===== src/hdl/sfcc_pkg.sv =====
// Shared types, constants and the CRC-8 step function for the sensor frame
// CRC check and convert block. No dependencies.
package sfcc_pkg;

   // CRC-8, polynomial 0x31, initial value 0xFF, MSB first
   localparam logic [7:0] CRC_INIT = 8'hFF;
   localparam logic [7:0] CRC_POLY = 8'h31;

   // Byte positions within a transfer
   localparam logic [2:0] POS_TEMP_MSB = 3'd0;
   localparam logic [2:0] POS_TEMP_LSB = 3'd1;
   localparam logic [2:0] POS_TEMP_CRC = 3'd2;
   localparam logic [2:0] POS_HUM_MSB  = 3'd3;
   localparam logic [2:0] POS_HUM_LSB  = 3'd4;
   localparam logic [2:0] POS_HUM_CRC  = 3'd5;
   localparam logic [2:0] GOOD_LENGTH  = 3'd6;
   localparam logic [2:0] COUNT_MAX    = 3'd7;

   // Conversion scales (hundredths) and offsets
   localparam logic [14:0] TEMP_SCALE  = 15'd17500;
   localparam logic [13:0] HUM_SCALE   = 14'd12500;
   localparam logic [15:0] FULL_SCALE  = 16'hFFFF;
   localparam logic [16:0] TEMP_OFFSET = 17'd4500;
   localparam logic [15:0] HUM_OFFSET  = 16'd600;
   localparam logic [15:0] HUM_MAX     = 16'd10000;

   // Pending-result queue between front and back
   localparam int unsigned QUEUE_DEPTH = 4;
   localparam int unsigned QUEUE_PTR_W = 2;
   localparam int unsigned QUEUE_CNT_W = 3;

   typedef enum logic [1:0] {
      STATUS_OK     = 2'd0,
      STATUS_LENGTH = 2'd1,
      STATUS_CRC    = 2'd2
   } status_type;

   typedef struct packed {
      status_type  status;
      logic [15:0] temp_word;
      logic [15:0] hum_word;
   } job_type;

   // Queue handshake toward the back end
   typedef struct packed {
      logic    valid;
      job_type job;
   } queue_out_type;

   function automatic logic [7:0] crc8_update(input logic [7:0] crc, input logic [7:0] data);
      logic [7:0] c;
      c = crc ^ data;
      for (int k = 0; k < 8; k++) begin
         if (c[7]) begin
            c = {c[6:0], 1'b0} ^ CRC_POLY;
         end else begin
            c = {c[6:0], 1'b0};
         end
      end
      return c;
   endfunction

endpackage


===== src/hdl/sfcc_front.sv =====
// Front end: accepts transfer bytes, runs the CRC, assembles the words and
// classifies the transfer on its last byte. Depends on sfcc_pkg.
module sfcc_front import sfcc_pkg::*; (
   input  logic       clock,
   input  logic       reset,
   input  logic       accept,
   input  logic [7:0] rx_byte,
   input  logic       end_of_transfer,
   output logic       push,
   output job_type    push_job
);

   logic [2:0]  byte_count_ff, byte_count_in;
   logic [7:0]  crc_ff, crc_in;
   logic [15:0] temp_word_ff, temp_word_in;
   logic [15:0] hum_word_ff, hum_word_in;
   logic        temp_good_ff, temp_good_in;
   logic        hum_good;

   always_comb begin
      byte_count_in = byte_count_ff;
      crc_in        = crc_ff;
      temp_word_in  = temp_word_ff;
      hum_word_in   = hum_word_ff;
      temp_good_in  = temp_good_ff;
      hum_good      = 1'b0;
      push          = 1'b0;
      push_job      = '{status: STATUS_OK, temp_word: temp_word_ff, hum_word: hum_word_ff};
      if (accept) begin
         unique case (byte_count_ff)
            POS_TEMP_MSB: begin
               crc_in       = crc8_update(crc_ff, rx_byte);
               temp_word_in = {rx_byte, temp_word_ff[7:0]};
            end
            POS_TEMP_LSB: begin
               crc_in       = crc8_update(crc_ff, rx_byte);
               temp_word_in = {temp_word_ff[15:8], rx_byte};
            end
            POS_TEMP_CRC: begin
               temp_good_in = (crc_ff == rx_byte);
               crc_in       = CRC_INIT;
            end
            POS_HUM_MSB: begin
               crc_in      = crc8_update(crc_ff, rx_byte);
               hum_word_in = {rx_byte, hum_word_ff[7:0]};
            end
            POS_HUM_LSB: begin
               crc_in      = crc8_update(crc_ff, rx_byte);
               hum_word_in = {hum_word_ff[15:8], rx_byte};
            end
            POS_HUM_CRC: begin
               hum_good = (crc_ff == rx_byte);
            end
            default: begin
            end
         endcase
         if (byte_count_ff != COUNT_MAX) begin
            byte_count_in = byte_count_ff + 3'd1;
         end
         if (end_of_transfer) begin
            push               = 1'b1;
            push_job.temp_word = temp_word_in;
            push_job.hum_word  = hum_word_in;
            if (byte_count_in != GOOD_LENGTH) begin
               push_job.status = STATUS_LENGTH;
            end else if (!temp_good_ff || !hum_good) begin
               push_job.status = STATUS_CRC;
            end else begin
               push_job.status = STATUS_OK;
            end
            // start the next transfer
            byte_count_in = '0;
            crc_in        = CRC_INIT;
            temp_good_in  = 1'b0;
         end
      end
   end

   always_ff @(posedge clock) begin
      if (reset) begin
         byte_count_ff <= '0;
         crc_ff        <= CRC_INIT;
         temp_good_ff  <= 1'b0;
         temp_word_ff  <= '0;
         hum_word_ff   <= '0;
      end else begin
         byte_count_ff <= byte_count_in;
         crc_ff        <= crc_in;
         temp_good_ff  <= temp_good_in;
         temp_word_ff  <= temp_word_in;
         hum_word_ff   <= hum_word_in;
      end
   end

endmodule


===== src/hdl/sfcc_queue.sv =====
// Short queue of classified transfers between front and back end.
// Depends on sfcc_pkg.
module sfcc_queue import sfcc_pkg::*; (
   input  logic          clock,
   input  logic          reset,
   input  logic          push,
   input  job_type       push_job,
   output logic          full,
   input  logic          pop,
   output queue_out_type head
);

   job_type                  entry_ff [QUEUE_DEPTH];
   logic [QUEUE_PTR_W-1:0]   wr_ptr_ff, wr_ptr_in;
   logic [QUEUE_PTR_W-1:0]   rd_ptr_ff, rd_ptr_in;
   logic [QUEUE_CNT_W-1:0]   count_ff, count_in;
   logic                     do_push, do_pop;

   assign full       = (count_ff == QUEUE_CNT_W'(QUEUE_DEPTH));
   assign head.valid = (count_ff != '0);
   assign head.job   = entry_ff[rd_ptr_ff];

   assign do_push = push && !full;
   assign do_pop  = pop && head.valid;

   always_comb begin
      wr_ptr_in = do_push ? wr_ptr_ff + 1'b1 : wr_ptr_ff;
      rd_ptr_in = do_pop ? rd_ptr_ff + 1'b1 : rd_ptr_ff;
      count_in  = count_ff;
      if (do_push && !do_pop) begin
         count_in = count_ff + 1'b1;
      end else if (do_pop && !do_push) begin
         count_in = count_ff - 1'b1;
      end
   end

   always_ff @(posedge clock) begin
      if (reset) begin
         wr_ptr_ff <= '0;
         rd_ptr_ff <= '0;
         count_ff  <= '0;
      end else begin
         wr_ptr_ff <= wr_ptr_in;
         rd_ptr_ff <= rd_ptr_in;
         count_ff  <= count_in;
      end
   end

   always_ff @(posedge clock) begin
      if (do_push) begin
         entry_ff[wr_ptr_ff] <= push_job;
      end
   end

endmodule


===== src/hdl/sfcc_back.sv =====
// Back end: scales the words (multiply, divide by 65535, offset, clamp),
// keeps the held reading and drives the result register. Depends on sfcc_pkg.
module sfcc_back import sfcc_pkg::*; (
   input  logic               clock,
   input  logic               reset,
   input  queue_out_type      head,
   output logic               pop,
   output logic               rsp_valid,
   input  logic               rsp_stall,
   output logic               rsp_reading_valid,
   output logic [1:0]         rsp_status,
   output logic signed [14:0] rsp_temperature_centi,
   output logic [13:0]        rsp_humidity_centi
);

   logic advance;

   // stage 1: products
   logic        s1_valid_ff;
   status_type  s1_status_ff;
   logic [30:0] s1_prod_t_ff;
   logic [29:0] s1_prod_h_ff;

   // stage 2: quotient estimates and remainders
   logic        s2_valid_ff;
   status_type  s2_status_ff;
   logic [15:0] s2_est_t_ff, s2_est_h_ff;
   logic [16:0] s2_rem_t_ff, s2_rem_h_ff;
   logic [15:0] est_t_in, est_h_in;
   logic [16:0] rem_t_in, rem_h_in;

   // result register
   logic               out_valid_ff;
   logic               out_reading_ff;
   status_type         out_status_ff;
   logic signed [14:0] held_temp_ff, held_temp_in;
   logic [13:0]        held_hum_ff, held_hum_in;
   logic [15:0]        q_t, q_h, h_off;
   logic [16:0]        t_off;

   // the whole back end moves when the result register is free or being taken
   assign advance = !out_valid_ff || !rsp_stall;
   assign pop     = advance && head.valid;

   // x / 65535 estimate: (x + (x >> 16)) >> 16, never above, at most one below
   function automatic logic [15:0] div_est(input logic [30:0] x);
      logic [31:0] s;
      s = {1'b0, x} + {17'b0, x[30:16]};
      return s[31:16];
   endfunction

   function automatic logic [16:0] div_rem(input logic [30:0] x, input logic [15:0] q);
      logic [31:0] r;
      r = {1'b0, x} - {q, 16'b0} + {16'b0, q};
      return r[16:0];
   endfunction

   always_comb begin
      est_t_in = div_est(s1_prod_t_ff);
      est_h_in = div_est({1'b0, s1_prod_h_ff});
      rem_t_in = div_rem(s1_prod_t_ff, est_t_in);
      rem_h_in = div_rem({1'b0, s1_prod_h_ff}, est_h_in);
   end

   always_comb begin
      q_t = s2_est_t_ff + {15'b0, (s2_rem_t_ff >= {1'b0, FULL_SCALE})};
      q_h = s2_est_h_ff + {15'b0, (s2_rem_h_ff >= {1'b0, FULL_SCALE})};
      t_off = {1'b0, q_t} - TEMP_OFFSET;
      if (q_h < HUM_OFFSET) begin
         h_off = '0;
      end else begin
         h_off = q_h - HUM_OFFSET;
      end
      if (h_off > HUM_MAX) begin
         h_off = HUM_MAX;
      end
      held_temp_in = held_temp_ff;
      held_hum_in  = held_hum_ff;
      if (advance && s2_valid_ff && s2_status_ff == STATUS_OK) begin
         held_temp_in = signed'(t_off[14:0]);
         held_hum_in  = h_off[13:0];
      end
   end

   always_ff @(posedge clock) begin
      if (reset) begin
         s1_valid_ff  <= 1'b0;
         s2_valid_ff  <= 1'b0;
         out_valid_ff <= 1'b0;
         held_temp_ff <= '0;
         held_hum_ff  <= '0;
      end else begin
         if (advance) begin
            s1_valid_ff  <= head.valid;
            s2_valid_ff  <= s1_valid_ff;
            out_valid_ff <= s2_valid_ff;
         end
         held_temp_ff <= held_temp_in;
         held_hum_ff  <= held_hum_in;
      end
   end

   always_ff @(posedge clock) begin
      if (advance) begin
         s1_status_ff   <= head.job.status;
         s1_prod_t_ff   <= 31'(head.job.temp_word) * 31'(TEMP_SCALE);
         s1_prod_h_ff   <= 30'(head.job.hum_word) * 30'(HUM_SCALE);
         s2_status_ff   <= s1_status_ff;
         s2_est_t_ff    <= est_t_in;
         s2_est_h_ff    <= est_h_in;
         s2_rem_t_ff    <= rem_t_in;
         s2_rem_h_ff    <= rem_h_in;
         out_status_ff  <= s2_status_ff;
         out_reading_ff <= (s2_status_ff == STATUS_OK);
      end
   end

   assign rsp_valid             = out_valid_ff;
   assign rsp_reading_valid     = out_reading_ff;
   assign rsp_status            = out_status_ff;
   assign rsp_temperature_centi = held_temp_ff;
   assign rsp_humidity_centi    = held_hum_ff;

endmodule


===== src/hdl/sensor_frame_crc_check_convert.sv =====
// Sensor frame CRC check and convert. Takes the bytes of a sensor read
// transfer one per cycle: temperature word (big-endian), its CRC-8 byte,
// humidity word, its CRC-8 byte; CRC-8 is polynomial 0x31, initial 0xFF,
// MSB first, and each word is checked on its own. The byte flagged with
// end_of_transfer closes the transfer and yields exactly one result item:
// status 1 if the byte count was not six (the count saturates at seven, and
// a length error wins over a CRC error), status 2 on a CRC mismatch, else
// status 0 with a new reading. Temperature is floor(17500*raw/65535)-4500
// hundredths of a degree C, humidity floor(12500*raw/65535)-600 hundredths
// of a percent clamped to 0..10000. Every result carries the latest good
// reading; a failed transfer repeats the previous one (zero after reset).
// Rate: one byte per cycle while req_stall is low. The closing byte's result
// is written into the pending-result queue, then passes the multiply stage,
// the divide-estimate stage and the result register; a stalled valid result
// in the result register holds them all.
// The queue holds four closed transfers; req_stall rises only while it is
// full, which takes a result side stalled for several transfers.
// Depends on sfcc_pkg, sfcc_front, sfcc_queue and sfcc_back.
module sensor_frame_crc_check_convert import sfcc_pkg::*; (
   input  logic               clock,
   input  logic               reset,
   // byte input
   input  logic               req_valid,
   output logic               req_stall,
   input  logic [7:0]         req_rx_byte,
   input  logic               req_end_of_transfer,
   // result output
   output logic               rsp_valid,
   input  logic               rsp_stall,
   output logic               rsp_reading_valid,
   output logic [1:0]         rsp_status,
   output logic signed [14:0] rsp_temperature_centi,
   output logic [13:0]        rsp_humidity_centi
);

   logic          accept;
   logic          push;
   job_type       push_job;
   logic          queue_full;
   logic          pop;
   queue_out_type head;

   // hold off the byte source only while no room is left for a closed transfer
   assign req_stall = queue_full;
   assign accept    = req_valid && !req_stall;

   // front end: CRC, word assembly and classification on the closing byte
   sfcc_front u_front (
      .clock           (clock),
      .reset           (reset),
      .accept          (accept),
      .rx_byte         (req_rx_byte),
      .end_of_transfer (req_end_of_transfer),
      .push            (push),
      .push_job        (push_job)
   );

   // decouple the classifier from the conversion pipeline
   sfcc_queue u_queue (
      .clock    (clock),
      .reset    (reset),
      .push     (push),
      .push_job (push_job),
      .full     (queue_full),
      .pop      (pop),
      .head     (head)
   );

   // back end: scaling, held reading and result register
   sfcc_back u_back (
      .clock                 (clock),
      .reset                 (reset),
      .head                  (head),
      .pop                   (pop),
      .rsp_valid             (rsp_valid),
      .rsp_stall             (rsp_stall),
      .rsp_reading_valid     (rsp_reading_valid),
      .rsp_status            (rsp_status),
      .rsp_temperature_centi (rsp_temperature_centi),
      .rsp_humidity_centi    (rsp_humidity_centi)
   );

endmodule


===== config.mk =====
export PLATFORM = sky130hd
export DESIGN_NAME = sensor_frame_crc_check_convert
export DESIGN_NICKNAME = d
export VERILOG_FILES = /design/src/hdl/sfcc_pkg.sv /design/src/hdl/sfcc_front.sv /design/src/hdl/sfcc_queue.sv /design/src/hdl/sfcc_back.sv /design/src/hdl/sensor_frame_crc_check_convert.sv
export SDC_FILE = /design/constraint.sdc
export NUM_CORES = 1
export LEC_CHECK = 0
export CELL_PAD_IN_SITES_DETAIL_PLACEMENT = 1
export CELL_PAD_IN_SITES_GLOBAL_PLACEMENT = 1
export CORE_MARGIN = 4
export CORE_UTILIZATION = 40
export DETAILED_ROUTE_END_ITERATION = 8
export DONT_BUFFER_PORTS = 1
export HOLD_SLACK_MARGIN = 0.06
export PLACE_DENSITY = 0.64
export RECOVER_POWER = 25
export SETUP_SLACK_MARGIN = 0.15
export SYNTH_ARGS = -nofsm -noshare
export SYNTH_HDL_FRONTEND = slang
export SYNTH_SLANG_ARGS = --single-unit

===== constraint.sdc =====
create_clock -name clock -period 9 [get_ports clock]
set_input_delay 0.45 -clock clock [delete_from_list [all_inputs] [get_ports clock]]
set_output_delay 0.45 -clock clock [all_outputs]
set_load 0.03 [all_outputs]

=== After elaboration in Yosys (flattened, before gate mapping) ===
Memories as Yosys holds them, arrays and structs flattened. A register that Yosys moved wholly into a read port is not among the register bits.
Index checks and enable logic that the tools add are counted.

* Reductions and logical operators: 25
* Multiplexer cells: 110
* Equality and inequality tests: 9
* Bitwise gates (word level): 30
* $mul: 2
* $add $sub $neg: 15
* Magnitude comparators: 4

{| class="wikitable"
|+ Operators with widths
! operator !! number
|-
| two-way mux 8 bit || 57
|-
| two-way mux 6 bit || 29
|-
| NOT 3 bit || 29
|-
| two-way mux 34 bit || 2
|-
| case mux 16 bit (2 select lines) || 2
|-
| case mux 8 bit (5 select lines) || 1
|-
| >= comparator 17 x 16 -> 1 bit (second input constant) || 2
|-
| subtractor 17 bit || 2
|-
| adder 31 x 15 -> 32 bit || 1
|-
| adder 30 x 14 -> 31 bit || 1
|-
| multiplier 16 x 13 -> 29 bit (second input constant) || 1
|-
| multiplier 16 x 12 -> 28 bit (second input constant) || 1
|-
| adder 17 x 15 -> 17 bit || 1
|-
| adder 17 x 16 -> 17 bit || 1
|-
| adder 15 x 1 -> 16 bit || 1
|-
| greater-than comparator 16 x 14 -> 1 bit (second input constant) || 1
|-
| less-than comparator 16 x 10 -> 1 bit (second input constant) || 1
|-
| two-way mux 16 bit || 1
|-
| subtractor 16 x 10 -> 16 bit (second input constant) || 1
|-
| adder 15 x 1 -> 15 bit || 1
|-
| two-way mux 3 bit || 5
|-
| subtractor 15 x 13 -> 15 bit (second input constant) || 1
|-
| two-way mux 14 bit || 1
|-
| == test 3 bit (second input constant) || 3
|-
| other kinds (19) || 49
|}

* Output and inout port bits: 34
* Memories kept: 1
* Bits of input ports: 13
* Register bits: 211
* Word-level logic and storage cells: 219
* Memory bits (writable): 136

{| class="wikitable"
|+ Memory list
! memory !! depth !! width !! rd ports !! clocked after Yosys merged registers in !! wr ports !! RTL line !! text
|-
| u_queue.entry_ff || 4 || 34 || 1 || 1 || 1 || sfcc_queue.sv:13 || <nowiki>job_type entry_ff [QUEUE_DEPTH];</nowiki>
|}

=== Longest topological paths before layout ===
* Word-level depth: 33
* Mapped depth: 23
* Mapped depth without buffers: 22

=== Modules after synthesis ===
Synthesis repeated with hierarchy kept, for this count alone.

* Cells, all modules: 2120
* Area, all modules: 23662.7 um2

{| class="wikitable"
|+ By module, submodules not included
! module !! seq. area each (um2) !! times used !! cells an instance !! area each (um2)
|-
| sfcc_back || 4364.2 || 1 || 1633 || 15787.6
|-
| sfcc_queue || 4264.1 || 1 || 226 || 5412.7
|-
| sfcc_front || 880.8 || 1 || 260 || 2448.6
|-
| sensor_frame_crc_check_convert || 0.0 || 1 || 1 || 13.8
|}

=== Least setup slack after synthesis ===
Ideal clock, no wire load.

* Path type: reg-to-reg
* From: register (tool-made name)
* To: register u_back.s1_prod_t_ff[24] (data pin)
* Arrival: 6063 ps
* Setup slack: 2679 ps
* Setup time: 258 ps
* Required time: 8742 ps
* Cell stages (with the launch flop): 24
* Buffers on the path: 2
* Clock period less this slack: 6321 ps
* Path through: dfxtp_1 clkbuf_1 buf_1 mux4_2 ha_1 inv_1 fa_1 inv_1 ha_1 ha_1 inv_1 fa_1 inv_1 fa_1 a21o_1 a21oi_1 o21bai_1 a21o_1 a21oi_1 o21ai_0 a2111oi_0 o31ai_1 a21oi_1 xnor2_1

{| class="wikitable"
|+ RTL lines
! item !! RTL line !! text
|-
| to (signal assigned) || sfcc_back.sv:106 || <nowiki>s1_prod_t_ff <= 31'(head.job.temp_word) * 31'(TEMP_SCALE);</nowiki>
|-
| to (decl) || sfcc_back.sv:21 || <nowiki>logic [30:0] s1_prod_t_ff;</nowiki>
|}

==> metrics <==
cell count after synthesis 2094; hold_buf cts 10; Placer Congestion 0.834; Placed Cells 2809; Hold Fails Final Rpt 0; WP data arrival 7.62 ns; top area cells in the synthesized netlist edfxtp_1 34%, ha_1 16%, fa_1 7.8%; Synth-to-Final Area Change 9.44%; Max Clk Rate 0.137 GHz; Detailed Place HPWL 40.2 mm; Post-Layout Cell Count 2891; CP Launch Type flop; DRC 0; final WL 52.9 mm; post-DR wirelength/cell 18.3 um; fillcell total 6196; later-pin clock latency in the skew report 0.57 ns; Die X 249 um; RSZ-0062 raised after global routing false; CP Class flop to flop; Initial Utilization 40.4%; failing checks max-capacitance violations, max-slew violations; post-synthesis async set-or-reset flop share 0%; placed cell area 24000 um^2; GRT Resource Usage Total 17.1%; Clock Path Buffers 3; Hold/Removal Path Class input port to flop; CP Data Required Time 9.30 ns; Syn Area/Cell 11.1 um^2; Seq cells post-synth 345; IO Port Bufs 0; post-synth top area share 33.6%; Via density 5.12; Layout Skew 0.0289 ns; postcts setup bufs 0; Worst Tran Pin Value 2.79 ns; register clock-pin slew on the reported worst setup and hold paths 0.06 ns; CTS tree done; DR iter-0 viols 622; DIE AREA 62000 um^2; H-Tree Depth 2; post_cts resized 0; count of final max-slew check failures 165; status finished, violations left; Register Area 9510 um^2; max-cap viol count 4; Yosys cell types 84; Num Clock Sinks 345; fin nets 2489; Placeable Area 57600 um^2; Ys Warns 0; Final Cycle Share 81.4%; post-layout util 44.2%; FP Rows 88; minimum clock period 7.32 ns; peak fanout along the critical path 23; CTS Root Cell clkbuf_16; ys flop type edfxtp_1; share of cells above drive strength 1 7.38%; slew margin rel. -86.6%; critical path capture point type flop; Antenna diodes 0; cell taking the most area after synthesis edfxtp_1; DRT antenna net count 0; die height 249 um; sequential element share of the synthesized area 40.9%; WHS Path Cells 3; area of the multi-input gates 12100 um^2; # setup viols final 0; largest net degree at the start of global routing 71; CTS Buf Count 39; EDFF count, synth 260; Post-Synthesis Cell Area 23200 um^2; first-pass GRT wire length 87.3 mm; setup TNS 0 ns; Syn Nets 2488; initial antenna violation count 0; Congestion Overflow GR 0; final instance area 25400 um^2; Reg2Reg Depth 20; IO Pins 47; via count 14.8k; top-count cell post-synth inv_1; DRT Pass-1 Iters 4; number of global-route vias before repair 16.2k; most frequent cells after synthesis 361 x inv_1, 291 x ha_1, 260 x edfxtp_1
==> cells in the final DEF, fill, tap and decap left out, types with 17 or more instances in the layout <==
master	synthesis	routed
a21oi_1	103	103
nand4_1	25	25
edfxtp_1	260	260
inv_1	361	362
nand3_1	47	47
dfxtp_1	85	85
nor2_1	100	100
clkbuf_16	0	40
mux2_2	17	17
a21o_1	28	28
fa_1	90	90
and3_1	22	22
o21ai_0	45	47
xnor2_1	100	100
mux4_2	34	34
ha_1	291	291
nand2_1	112	112
xor2_1	53	53
==> kinds of logic after synthesis <==
group | count (synthesis) | synth area share (%)
buffers and inverters | 420 | 7.06
AND/OR/NAND/NOR | 404 | 8.67
adder cells (fa/ha/maj) | 381 | 23.4
flip-flops | 345 | 40.9
AO/OA/AOI/OAI | 326 | 9.38
XOR/XNOR | 155 | 5.91
multiplexers | 63 | 4.66
==> final timing paths <==
path	startpoint	endpoint	slack (ns)
setup / recovery	flop	u_back.s1_prod_h_ff[29]$_DFFE_PN_	1.68
hold / removal	req_end_of_transfer	u_queue.wr_ptr_ff[1]$_SDFFE_PP0P_	0.14
hold reg to reg	u_front.hum_word_ff[12]$_SDFFE_PP0P_	u_front.hum_word_ff[12]$_SDFFE_PP0P_	0.45
setup reg to reg	flop	u_back.s1_prod_h_ff[29]$_DFFE_PN_	1.68
==> area by class of cell <==
class	instances	area share [%]
multi-input cells	1329	47.5
flip-flops and latches	345	37.4
inverters	362	5.34
clock buffers	45	4.09
well taps	765	3.76
clock inverters	27	1.24
repair buffers	18	0.654
==> metrics by stage <==
stage | hold WS (ns) | setup WS [ns]
6_report | 0.144 | 1.68
5_1_grt | 0.154 | 1.09
4_1_cts | 0.117 | 2.12
3_5_place_dp | 0.441 | 2.16
3_3_place_gp | 0.435 | 2.28
2_1_floorplan | 0.400 | 2.68
==> routing by layer <==
layer	track usage (%)	vias up	share of wire, %
met5	0	-	0
met4	4.56	0	2.4
met3	2.32	71	2.8
met2	29.6	168	48
met1	22.9	7291	47
li1	-	7286	-
==> critical path, stage by stage, from the launching register on <==
cell      delay (ns)
dfxtp_1         1.37
buf_4           0.45
mux4_2          0.61
ha_1            0.33
ha_1            0.28
inv_1           0.13
fa_1            0.46
fa_1            0.54
inv_1           0.05
fa_1            0.47
ha_1            0.37
a21o_1          0.20
a21o_1          0.17
a21o_1          0.20
nand3_1         0.08
nand2_1         0.11
o31a_1          0.32
a211oi_1        0.42
o21ai_0         0.17
a21oi_1         0.21
xnor2_1         0.09
==> registers in the layout, summed over array words and instances (netlist names), 2 cells and up, named ones only <==
| signal | cells |
|---|---|
| u_back.s1_prod_t_ff | 29 |
| u_queue.count_ff | 3 |
| u_queue.entry_ff | 136 |
| u_back.rsp_status | 2 |
| u_queue.rd_ptr_ff | 2 |
| u_back.s2_rem_h_ff | 17 |
| u_back.s1_prod_h_ff | 28 |
| u_front.crc_ff | 8 |
| u_back.s2_est_h_ff | 13 |
| u_back.s2_est_t_ff | 13 |
| u_back.rsp_humidity_centi | 14 |
| u_back.rsp_temperature_centi | 15 |
| u_front.byte_count_ff | 3 |
| u_front.hum_word_ff | 16 |
| u_queue.wr_ptr_ff | 2 |
| u_back.s2_rem_t_ff | 17 |
| u_back.s1_status_ff | 2 |
| u_front.temp_word_ff | 16 |
| u_back.s2_status_ff | 2 |
Power is left out: the tool's default activity adds up to more than one toggle a clock period on the data nets, which glitch-free logic cannot reach.
